`config.mk`:
```
export PLATFORM = sky130hd
export DESIGN_NAME = fifo_with_delete_by_value_unit
export DESIGN_NICKNAME = d
export VERILOG_FILES = /design/src/rtl/core/fdel_pkg.sv /design/src/rtl/core/fifo_with_delete_by_value_unit.sv /design/src/rtl/core/fdel_cell.sv
export VERILOG_INCLUDE_DIRS = /design/src /design/src/rtl/core
export SDC_FILE = /design/constraint.sdc
export NUM_CORES = 1
export LEC_CHECK = 0
export BUFFER_PORTS_ARGS = -buffer_cell sky130_fd_sc_hd__buf_2
export CORE_MARGIN = 5
export CORE_UTILIZATION = 55
export DETAILED_ROUTE_END_ITERATION = 7
export GPL_TIMING_DRIVEN = 0
export PLACE_DENSITY_LB_ADDON = 0.05
export SYNTH_ARGS = -nofsm -noshare
export SYNTH_HDL_FRONTEND = slang
export SYNTH_SLANG_ARGS = --single-unit
```
`constraint.sdc`:
```
create_clock -name clock -period 4.05 [get_ports clock]
set_clock_uncertainty 0.1 [all_clocks]
set_input_delay 0.405 -clock clock [delete_from_list [all_inputs] [get_ports clock]]
set_output_delay 0.405 -clock clock [all_outputs]
set_load 0.02 [all_outputs]
```
`src/rtl/core/fifo_with_delete_by_value_unit_defines.svh`:
```
// Assertion macros used by the top RTL file of the delete-by-value queue.
`ifndef FIFO_WITH_DELETE_BY_VALUE_UNIT_DEFINES_SVH
`define FIFO_WITH_DELETE_BY_VALUE_UNIT_DEFINES_SVH

`ifndef NO_ASSERTIONS
`define FDEL_ASSERT(lbl, clk, rst, prop, msg) \
   lbl: assert property (@(posedge clk) disable iff (rst) prop) else $error(msg);
`define FDEL_ASSERT_ALWAYS(lbl, clk, prop, msg) \
   lbl: assert property (@(posedge clk) prop) else $error(msg);
`else
`define FDEL_ASSERT(lbl, clk, rst, prop, msg)
`define FDEL_ASSERT_ALWAYS(lbl, clk, prop, msg)
`endif

`endif

```
`src/rtl/core/fdel_pkg.sv`:
```
package fdel_pkg;

   localparam int CMD_W  = 2;
   localparam int DATA_W = 32;
   localparam int LEN_W  = 5;

   localparam logic [CMD_W-1:0] CMD_ENQUEUE = 2'd0;
   localparam logic [CMD_W-1:0] CMD_DEQUEUE = 2'd1;
   localparam logic [CMD_W-1:0] CMD_DELETE  = 2'd2;

   typedef struct packed {
      logic [CMD_W-1:0]  cmd;
      logic [DATA_W-1:0] value;
   } req_type;

   typedef struct packed {
      logic              status;
      logic [DATA_W-1:0] data_out;
      logic [LEN_W-1:0]  length;
   } rsp_type;

   typedef struct packed {
      logic occupied;
      logic enq_here;
      logic deq;
      logic del;
   } cell_ctl_type;

endpackage

```
`src/rtl/core/fifo_with_delete_by_value_unit.sv`:
```
// Ordered queue of nonzero words with delete by value.
// A request (cmd, value) is taken on a clock edge where start is high and busy
// is low. Enqueue appends a word, dequeue returns the oldest word, and delete
// removes the oldest entry equal to the word while keeping the order of the rest.
// Each request gives exactly one response on rsp, marked by rsp_valid for one
// cycle, in the cycle after the request is taken.
// A new request may be taken in every cycle, so the throughput is one request
// per cycle; the row of cells compares and shifts all entries in that cycle.
// The response reports status (error for a full or empty queue, a zero word, a
// word not found or an unused command), the dequeued word, and the length after
// the request. Reset empties the queue; busy is high only while reset is high.
// The receiver cannot stall: a response is valid for its single cycle only.
`include "fifo_with_delete_by_value_unit_defines.svh"

module fifo_with_delete_by_value_unit
   import fdel_pkg::*;
#(
   parameter int DEPTH      = 16,
   parameter int WORD_WIDTH = 32
) (
   input  logic    clock,
   input  logic    reset,
   input  logic    start,
   output logic    busy,
   input  req_type req,
   output logic    rsp_valid,
   output rsp_type rsp
);

   localparam int CNT_W = $clog2(DEPTH + 1);

   logic [CNT_W-1:0]      count_ff;
   logic [CNT_W-1:0]      count_in;
   logic                  rsp_valid_ff;
   logic                  rsp_valid_in;
   rsp_type               rsp_ff;
   rsp_type               rsp_in;

   logic                  accept;
   logic [WORD_WIDTH-1:0] word;
   logic                  word_nz;
   logic                  enq_ok;
   logic                  deq_ok;
   logic                  del_go;
   logic                  del_ok;
   logic                  ok;

   logic [WORD_WIDTH-1:0] words [DEPTH];
   logic                  seen  [DEPTH+1];
   cell_ctl_type          ctl   [DEPTH];

   assign busy    = reset;
   assign accept  = start && !busy;
   assign word    = WORD_WIDTH'(req.value);
   assign word_nz = (word != '0);

   assign enq_ok = accept && (req.cmd == CMD_ENQUEUE) && word_nz
                   && (count_ff != CNT_W'(DEPTH));
   assign deq_ok = accept && (req.cmd == CMD_DEQUEUE) && (count_ff != '0);
   assign del_go = accept && (req.cmd == CMD_DELETE) && word_nz;
   assign del_ok = seen[DEPTH];
   assign ok     = enq_ok || deq_ok || del_ok;

   assign seen[0] = 1'b0;

   for (genvar k = 0; k < DEPTH; k++) begin : g_cell
      logic [WORD_WIDTH-1:0] next_word;

      assign ctl[k].occupied = (count_ff > CNT_W'(k));
      assign ctl[k].enq_here = enq_ok && (count_ff == CNT_W'(k));
      assign ctl[k].deq      = deq_ok;
      assign ctl[k].del      = del_go;

      if (k == DEPTH - 1) begin : g_last
         assign next_word = words[k];
      end else begin : g_mid
         assign next_word = words[k+1];
      end

      fdel_cell #(
         .WORD_WIDTH (WORD_WIDTH)
      ) u_cell (
         .clock     (clock),
         .ctl       (ctl[k]),
         .value     (word),
         .next_word (next_word),
         .seen_in   (seen[k]),
         .seen_out  (seen[k+1]),
         .word      (words[k])
      );
   end

   always_comb begin
      count_in = count_ff;
      if (enq_ok) begin
         count_in = count_ff + CNT_W'(1);
      end else if (deq_ok || del_ok) begin
         count_in = count_ff - CNT_W'(1);
      end
      rsp_valid_in    = accept;
      rsp_in.status   = !ok;
      rsp_in.data_out = deq_ok ? DATA_W'(words[0]) : '0;
      rsp_in.length   = LEN_W'(count_in);
   end

   always_ff @(posedge clock) begin
      if (reset) begin
         count_ff     <= '0;
         rsp_valid_ff <= 1'b0;
      end else begin
         count_ff     <= count_in;
         rsp_valid_ff <= rsp_valid_in;
      end
      rsp_ff <= rsp_in;
   end

   assign rsp_valid = rsp_valid_ff;
   assign rsp       = rsp_ff;

   `FDEL_ASSERT(a_count_range, clock, reset, count_ff <= CNT_W'(DEPTH), "count above depth")
   `FDEL_ASSERT(a_one_response, clock, reset, accept |=> rsp_valid_ff, "response missing")
   `FDEL_ASSERT(a_no_spurious, clock, reset, !accept |=> !rsp_valid_ff, "spurious response")
   `FDEL_ASSERT(a_error_keeps_count, clock, reset,
      (rsp_valid_ff && rsp_ff.status) |-> (count_ff == $past(count_ff)), "error changed count")
   `FDEL_ASSERT(a_deq_shrinks, clock, reset,
      deq_ok |=> (count_ff == $past(count_ff) - CNT_W'(1)), "dequeue count")
   `FDEL_ASSERT_ALWAYS(a_busy_in_reset, clock,
      reset |-> (busy && !accept), "request taken in reset")

endmodule

```
`src/rtl/core/fdel_cell.sv`:
```
module fdel_cell
   import fdel_pkg::*;
#(
   parameter int WORD_WIDTH = 32
) (
   input  logic                  clock,
   input  cell_ctl_type          ctl,
   input  logic [WORD_WIDTH-1:0] value,
   input  logic [WORD_WIDTH-1:0] next_word,
   input  logic                  seen_in,
   output logic                  seen_out,
   output logic [WORD_WIDTH-1:0] word
);

   logic [WORD_WIDTH-1:0] word_ff;
   logic [WORD_WIDTH-1:0] word_in;
   logic                  hit;

   assign hit      = ctl.del && ctl.occupied && (word_ff == value);
   assign seen_out = seen_in || hit;
   assign word     = word_ff;

   // Dequeue, or delete at/behind the removed entry, takes the younger neighbor's word.
   always_comb begin
      priority if (ctl.enq_here) begin
         word_in = value;
      end else if (ctl.deq || (ctl.del && seen_out)) begin
         word_in = next_word;
      end else begin
         word_in = word_ff;
      end
   end

   always_ff @(posedge clock) begin
      word_ff <= word_in;
   end

endmodule

```
==> summary.md, run 1 <==
| Metric | Value |
|---|---|
| Nets | 2333 |
| Area after DPL | between 30000 and 40000 um2 |
| Count of state elements after synthesis | 556 |
| CTS tree | built |
| Maxcap violations | 0 |
| Compound-Gate Fraction of Synth Area | around 1.1% |
| Setup TNS | -5320 ps |
| Post-synthesis mux area share | between 10% and 20% |
| Adder-Cell Fraction of Synth Area | less than 1% |
| Top FF cell, synth | edfxtp_1 |
| CP startpoint kind | input port |
| Worst Setup SP | req[30] |
| Syn_nets | 2151 |
| Most common cell after layout, fill and taps aside | edfxtp_1 |
| Power Total | 12500 uW |
| # DRC | 0 |
| Clk sink count | between 500 and 600 |
| Commonest non-fill, non-tap cells in the layout | 512 x edfxtp_1, 471 x mux2_2, 296 x xor2_1 |
| Core Area | roughly 53000 um2 |
| Initial Util | 55.2% |
| Area grow syn2layout | 12.5% |
| H-tree Lvls | 2 |
| Main combinational cell family by area after synthesis | multiplexers |
| R2r endpoint | g_cell[14].u_cell.word[10] |
| Routed wire length | between 100 and 150 mm |
| Global-route wire length before repair | between 100 and 150 mm |
| Pleak | between 0.01 and 0.015 uW |
| DR iter-0 viols | between 1.5k and 2k |
| CTS root buf | clkbuf_16 |
| Die ar. | around 58000 um2 |
| Via count | 18.6k |
| Final instance area | between 30000 and 40000 um2 |
| Clock Pin Slew Worst Setup and Hold Paths | about 60 ps |
| GP Congestion | 1.03 |
| Global Route Usage Sum | between 30% and 40% |
| Vias/cell | just over 6 |
| Worst EP arrival | roughly 4400 ps |
| Least-Margin Pin Slew | 1070 ps |
| Minimum clock period | 4160 ps |
| Syn Area/Cell | 14.0 um2 |
| R2r startpoint | count_ff[1] |
| Die height | roughly 240 um |
| Post-synth EDFFs | 512 |
| Crit Path Max Fanout | 17 |
| Total grt overflow | 0 |
| Min Hold Slack | slightly below 200 ps |
| Vias in the first global route | 18.8k |
| CP endpoint | g_cell[14].u_cell.word[10] |
| Power density over cell area | approximately 380 nW/um2 |
| Slew margin rel. | between 20% and 30% |
| FFs w/ async S/R, synth | 0% |
| Setup-failing EPs final | 64 |
| Final Hold Fails | 0 |
| CTS Buf Count | 60 |
| Failing checks | setup timing |
| Post-DR wirelength/cell | 33.9 um |
| Synth Cell Area | between 20000 and 30000 um2 |
| CP Data Required Time | between 4000 and 5000 ps |
| Yosys warnings | 0 |
| Largest net degree at the start of global routing | 33 |
| Crit share post-route | 103% |
| Register area share after synthesis | 55.0% |
| Post-layout util | between 60 and 70% |
| Pre-Repair DR Iteration Count | 5 |
| Crit. End Element | register |
| I/O pin count | 77 |
| Initial antenna violation count | 2 |
| Fin. max-slew vios | 0 |
| Xor and xnor area share after synthesis | about 15% |
| Simple logic cell fraction of the synthesized area | 6.22% |
| Row cnt | 85 |
| Worst min path class | input port to register |
| Filler cells | 4090 |
| Hpwl dp | ~80 mm |
| Max IR drop VDD | 0.000403 V |
| RSZ-0062 raised after global routing | yes |
| Die Width | ~240 um |
| Skew-Pair Late Insertion Delay | 640 ps |
| Status | finished with violations |
| Post-synthesis cell count | 2108 |
| Worst r2r path cells | 11 |
| DRT antenna net count | 0 |
| WS Path Type | input port to register |
| Fmax achieved | 240 MHz |
| Maximum root-to-sink buffer count | 3 |
| Setup slack after layout | -108 ps |
| Post-synthesis cell type count | between 50 and 60 |
| # port buffers | 76 |
| FF-to-FF setup slack | approximately 60 ps |
| Fraction of layout cells with a size suffix above 1 | 34.6% |
-- layer usage --
layer | vias up | routed length, um | track usage [%]
met4 | 0 | 10000 | 26.0
met1 | 9261 | 41000 | 45.1
met5 | - | 0 | 0
met3 | 265 | 6970 | 3.88
met2 | 998 | 44800 | 51.8
li1 | 8121 | - | -
-- through the flow --
stage          setup WS, ps  instances
6_report               -108       3037
5_1_grt               -20.7       3035
4_1_cts                2.57       3033
3_5_place_dp          -1480       2887
3_3_place_gp          -1990       2880
2_1_floorplan           315       2108
-- worst max-delay path, cell delays in order --
cell and delay, ps:
dlygate4sd3_1 520, buf_2 150, buf_2 230, nor4_1 80
nand4_1 120, nor2_2 80, nor3b_2 760, o21ai_0 670
o32ai_2 530, nor2_1 260, nand3b_1 320, buf_8 230
-- cell families (layout without fill, tap and decap cells) --
group	count (synthesis)	count (layout)
buffers and inverters	194	425
xor gates and xnor gates	514	514
DFF	556	556
adders and majority gates	6	6
other	0	2
and+or+nand+nor	315	315
AOI/OAI and AO/OA	39	39
muxes	484	484
-- registers in the layout (all words and copies together) (netlist names) --
signal	flops
count_ff	5
rsp_valid	1
rsp	38
g_cell.u_cell.word	512
-- report_power, final --
group	switching (uW)	total, uW	internal [uW]
logic	723	1040	319
clock network	2340	5190	2850
registers	31.0	6280	6250
total	3100	12500	9420
-- synth_stat cells (4+ instances only) --
cell	n	area, um2
nor4_1	84	526
nor3_1	13	65.1
buf_6	33	372
ha_1	6	75.1
xnor2_1	218	1910
xor2_1	296	2590
a2111oi_0	6	52.6
edfxtp_1	512	15400
buf_2	89	445
nand4_1	67	419
a21oi_1	5	25.0
nand2_2	4	25.0
and2_1	39	244
dfxtp_1	44	881
mux2_2	471	5300
buf_1	12	45.0
nand2_1	34	128
clkbuf_1	43	161
mux2_1	10	113
buf_4	9	67.6
nor2_1	26	97.6
inv_1	8	30.0
o21ai_0	7	35.0
nand3_1	22	110
-- worst min path at each step --
stage               endpoint  cells past startpoint                 startpoint  slack (ps)
finish                rsp[5]                      3                    req[32]         190
CTS                   rsp[5]                      3                    req[32]         180
floorplan            rsp[10]                      1   g_cell[0].u_cell.word[5]         370
global placement     rsp[35]                      1  g_cell[0].u_cell.word[30]         370
global route         rsp[36]                      3                    req[32]         220
detailed placement   rsp[25]                      1  g_cell[0].u_cell.word[20]         380
-- what timing repair did --
item / in CTS / in global routing
gates resized for setup: 16 / 13
hold buffers: 35 / 0
pin swaps: 2 / 2
endpoints found under the setup margin: 460 / 394
hold endpoints to repair: 35 / 0
gates cloned: 0 / 0
buffers inserted: 2 / 2
-- cell type report --
cell class | instances | area, um2 | share of cell area (%)
Multi-Input combinational cell | 1358 | 12300 | 37.1
Antenna cell | 2 | 5.00 | 0.0151
Sequential cell | 556 | 16300 | 48.9
Timing Repair Buffer | 122 | 868 | 2.61
Tap cell | 696 | 871 | 2.62
Inverter | 8 | 30.0 | 0.0903
Clock buffer | 78 | 1570 | 4.72
Buffer | 184 | 1090 | 3.27
Clock inverter | 33 | 220 | 0.662
No activity file was read; power rests on OpenSTA's default activity.
==> inputs of run 2 (changes only) <==
--- a/config.mk
+++ b/config.mk
@@ -11,7 +11,9 @@
 export CORE_UTILIZATION = 55
 export DETAILED_ROUTE_END_ITERATION = 7
 export GPL_TIMING_DRIVEN = 0
+export MAX_ROUTING_LAYER = met4
 export PLACE_DENSITY_LB_ADDON = 0.05
+export SETUP_SLACK_MARGIN = 0.5
 export SYNTH_ARGS = -nofsm -noshare
 export SYNTH_HDL_FRONTEND = slang
 export SYNTH_SLANG_ARGS = --single-unit
==> constraint.sdc (replaced) <==
create_clock -name clock -period 5.3 [get_ports clock]
set_clock_uncertainty 0.1 [all_clocks]
set_input_delay 0.53 -clock clock [delete_from_list [all_inputs] [get_ports clock]]
set_output_delay 0.53 -clock clock [all_outputs]
set_load 0.02 [all_outputs]
==> run 2 against run 1 <==
The flow now finishes without violations. Utilization down 0.38 points. Wire length decreased by 0.66%. Highest routed layer unchanged. Die area did not move. Sequential cell count unchanged. Combinational power is 25% lower. Largest cell class unchanged. Clock-buffer cell count rose by 7. Register-to-register slack improved by 510 ps. Critical endpoint is now g_cell[11].u_cell.word[10]. Critical path depth stayed put. Setup slack improved by 580 ps. Global-route usage grew 0.89 points.
==> summary.md, run 2 (same netlist as run 1, synthesis figures left out) <==
| Metric | Value |
|---|---|
| Status | finished clean (was finished with violations) |
| Setup slack after layout | 473 ps (was -108 ps) |
| Crit Path Max Fanout | 26 (was 17) |
| Area grow syn2layout | 11.8% (was 12.5%) |
| Crit share post-route | 91.1% |
| Max IR drop VDD | 0.000277 V (was 0.000403 V) |
| Max reg flops | 512 (unchanged) |
| Die height | 242 um (unchanged) |
| WS Path Type | input port to register (unchanged) |
| Clk pwr share | 42.0% (was 41.5%) |
| CP startpoint kind | input port (unchanged) |
| Pre-Repair DR Iteration Count | 6 (was 5) |
| Sequential share of power | 49.9% (was 50.2%) |
| Total grt overflow | 0 (unchanged) |
| Via count | 18.6k (about the same) |
| Internal cell power | 7280 uW (was 9420 uW) |
| Worst EP arrival | 5100 ps (was 4390 ps) |
| # port buffers | 76 (unchanged) |
| Initial antenna violation count | 0 (was 2) |
| Most common cell after layout, fill and taps aside | edfxtp_1 (unchanged) |
| CTS Buf Count | 60 (unchanged) |
| Filler cells | 4135 (was 4090) |
| Clock Pin Slew Worst Setup and Hold Paths | 60 ps (about the same) |
| I/O pin count | 77 (unchanged) |
| Skew-Pair Late Insertion Delay | 640 ps (about the same) |
| Initial Util | 55.2% (unchanged) |
| Post-DR wirelength/cell | 33.8 um (was 33.9 um) |
| Pleak | 0.0114 uW (was 0.0115 uW) |
| Hpwl dp | 83.0 mm (was 82.3 mm) |
| Commonest non-fill, non-tap cells in the layout | 512 x edfxtp_1, 471 x mux2_2, 296 x xor2_1 (unchanged) |
| Post-layout util | 61.8% (was 62.2%) |
| Fmax achieved | about 210 MHz |
| Nets | 2314 (was 2333) |
| Dpl ws | -390 ps (was -1480 ps) |
| GP Congestion | 1.10 (was 1.03) |
| Die Width | 242 um (unchanged) |
| Vias in the first global route | 18.4k (was 18.8k) |
| Min Hold Slack | 22.7 ps (was 195 ps) |
| Maxcap violations | 0 (unchanged) |
| Global Route Usage Sum | 35.0% (was 34.1%) |
| Final Hold Fails | 0 (unchanged) |
| Row cnt | 85 (unchanged) |
| Setup-failing EPs final | 0 (was 64) |
| Fin. max-slew vios | 0 (unchanged) |
| Routed wire length | 102 mm (was 103 mm) |
| Setup TNS | 0 ps (was -5320 ps) |
| Power Total | 9630 uW (was 12500 uW) |
| Sw Ratio | 24.4% (was 24.7%) |
| Die ar. | 58500 um2 (unchanged) |
| Slew margin rel. | 23.5% (was 27.9%) |
| Clk sink count | 556 (unchanged) |
| Maximum root-to-sink buffer count | 3 (unchanged) |
| DRT antenna net count | 0 (unchanged) |
| # DRC | 0 (unchanged) |
| DR iter-0 viols | 2126 (was 1957) |
| CP Data Required Time | 5570 ps (was 4290 ps) |
| Worst Setup SP | req[12] (was req[30]) |
| Crit. End Element | register (unchanged) |
| CTS root buf | clkbuf_16 (unchanged) |
| Core Area | 53500 um2 (unchanged) |
| Least-Margin Pin Slew | 1140 ps (was 1070 ps) |
| Minimum clock period | between 4000 and 5000 ps |
| Fraction of layout cells with a size suffix above 1 | 34.7% (was 34.6%) |
| Net load switching power | 2350 uW (was 3100 uW) |
| CTS tree | built (unchanged) |
| Vias/cell | 6.17 (was 6.14) |
| R2r startpoint | count_ff[1] (unchanged) |
| RSZ-0062 raised after global routing | no (was yes) |
| Hold Path Origin | req[12] (was req[32]) |
| Power density over cell area | 291 nW/um2 (was 376 nW/um2) |
| Largest net degree at the start of global routing | 33 (unchanged) |
| H-tree Lvls | 2 (unchanged) |
| Global-route wire length before repair | 140 mm (about the same) |
| Worst min path class | input port to register (unchanged) |
| Comb power frac | 8.1% (was 8.3%) |
run 2: through the flow:
stage,instance area (um2),std cells
finish,33000,3020
detailed placement,31000,2889
floorplan,29600,2108
global placement,30800,2880
global route,33000,3019
CTS,33000,3018
run 2: layer usage:
metal / part of all wire, % / global-route usage [%]
met1: 40 / 45.9
met2: 45 / 53.7
met3: 6.8 / 2.95
met4: 7.8 / 21.1
met5: 0 / -
run 2: path summary, 6_finish.rpt:
| path | depth (start not counted) | slack [ps] | to |
|---|---|---|---|
| worst min register to register | 1 | 390 | rsp[28] |
| worst max register to register | 10 | 570 | g_cell[9].u_cell.word[10] |
| worst min-delay path | 1 | 20 | g_cell[15].u_cell.word[12] |
| worst max-delay path | 12 | 470 | g_cell[11].u_cell.word[10] |
run 2: worst max-delay path: stages:
cell and delay, ps:
buf_2 120, buf_2 200, nor4_1 940, nand4_1 460
nor2_1 520, nor2_1 110, nand2_1 430, o21ai_2 330
a21o_1 350, nor3_2 460, nand2_2 340, buf_12 280
run 2: layout make-up:
type                       instances  area, um2  area share (%)
sequential                       556      16300            49.2
multi-input combinational       1358      12300            37.1
clock buffer                      85       1660            5.02
buffer                           186       1090            3.31
tap                              696        871            2.63
timing repair buffer             101        688            2.08
clock inverter                    29        194           0.587
inverter                           8       30.0          0.0909
antenna                            1       2.50         0.00757
run 2: power groups by stage:
stage               sequential [uW]  combinational, uW  clock (uW)
floorplan                      4890                407           0
global placement               4900                740           0
detailed placement             4890                750           0
CTS                            4800                761        4070
global route                   4800                790        4280
finish                         4800                777        4050
run 2: repair_timing:
item                                    in CTS  in global routing
setup buffers                                0                  0
pin swaps                                    0                  0
gates resized for setup                      1                  9
hold buffers                                15                  0
endpoints found under the setup margin      32                243
endpoints found under the hold margin       15                  0
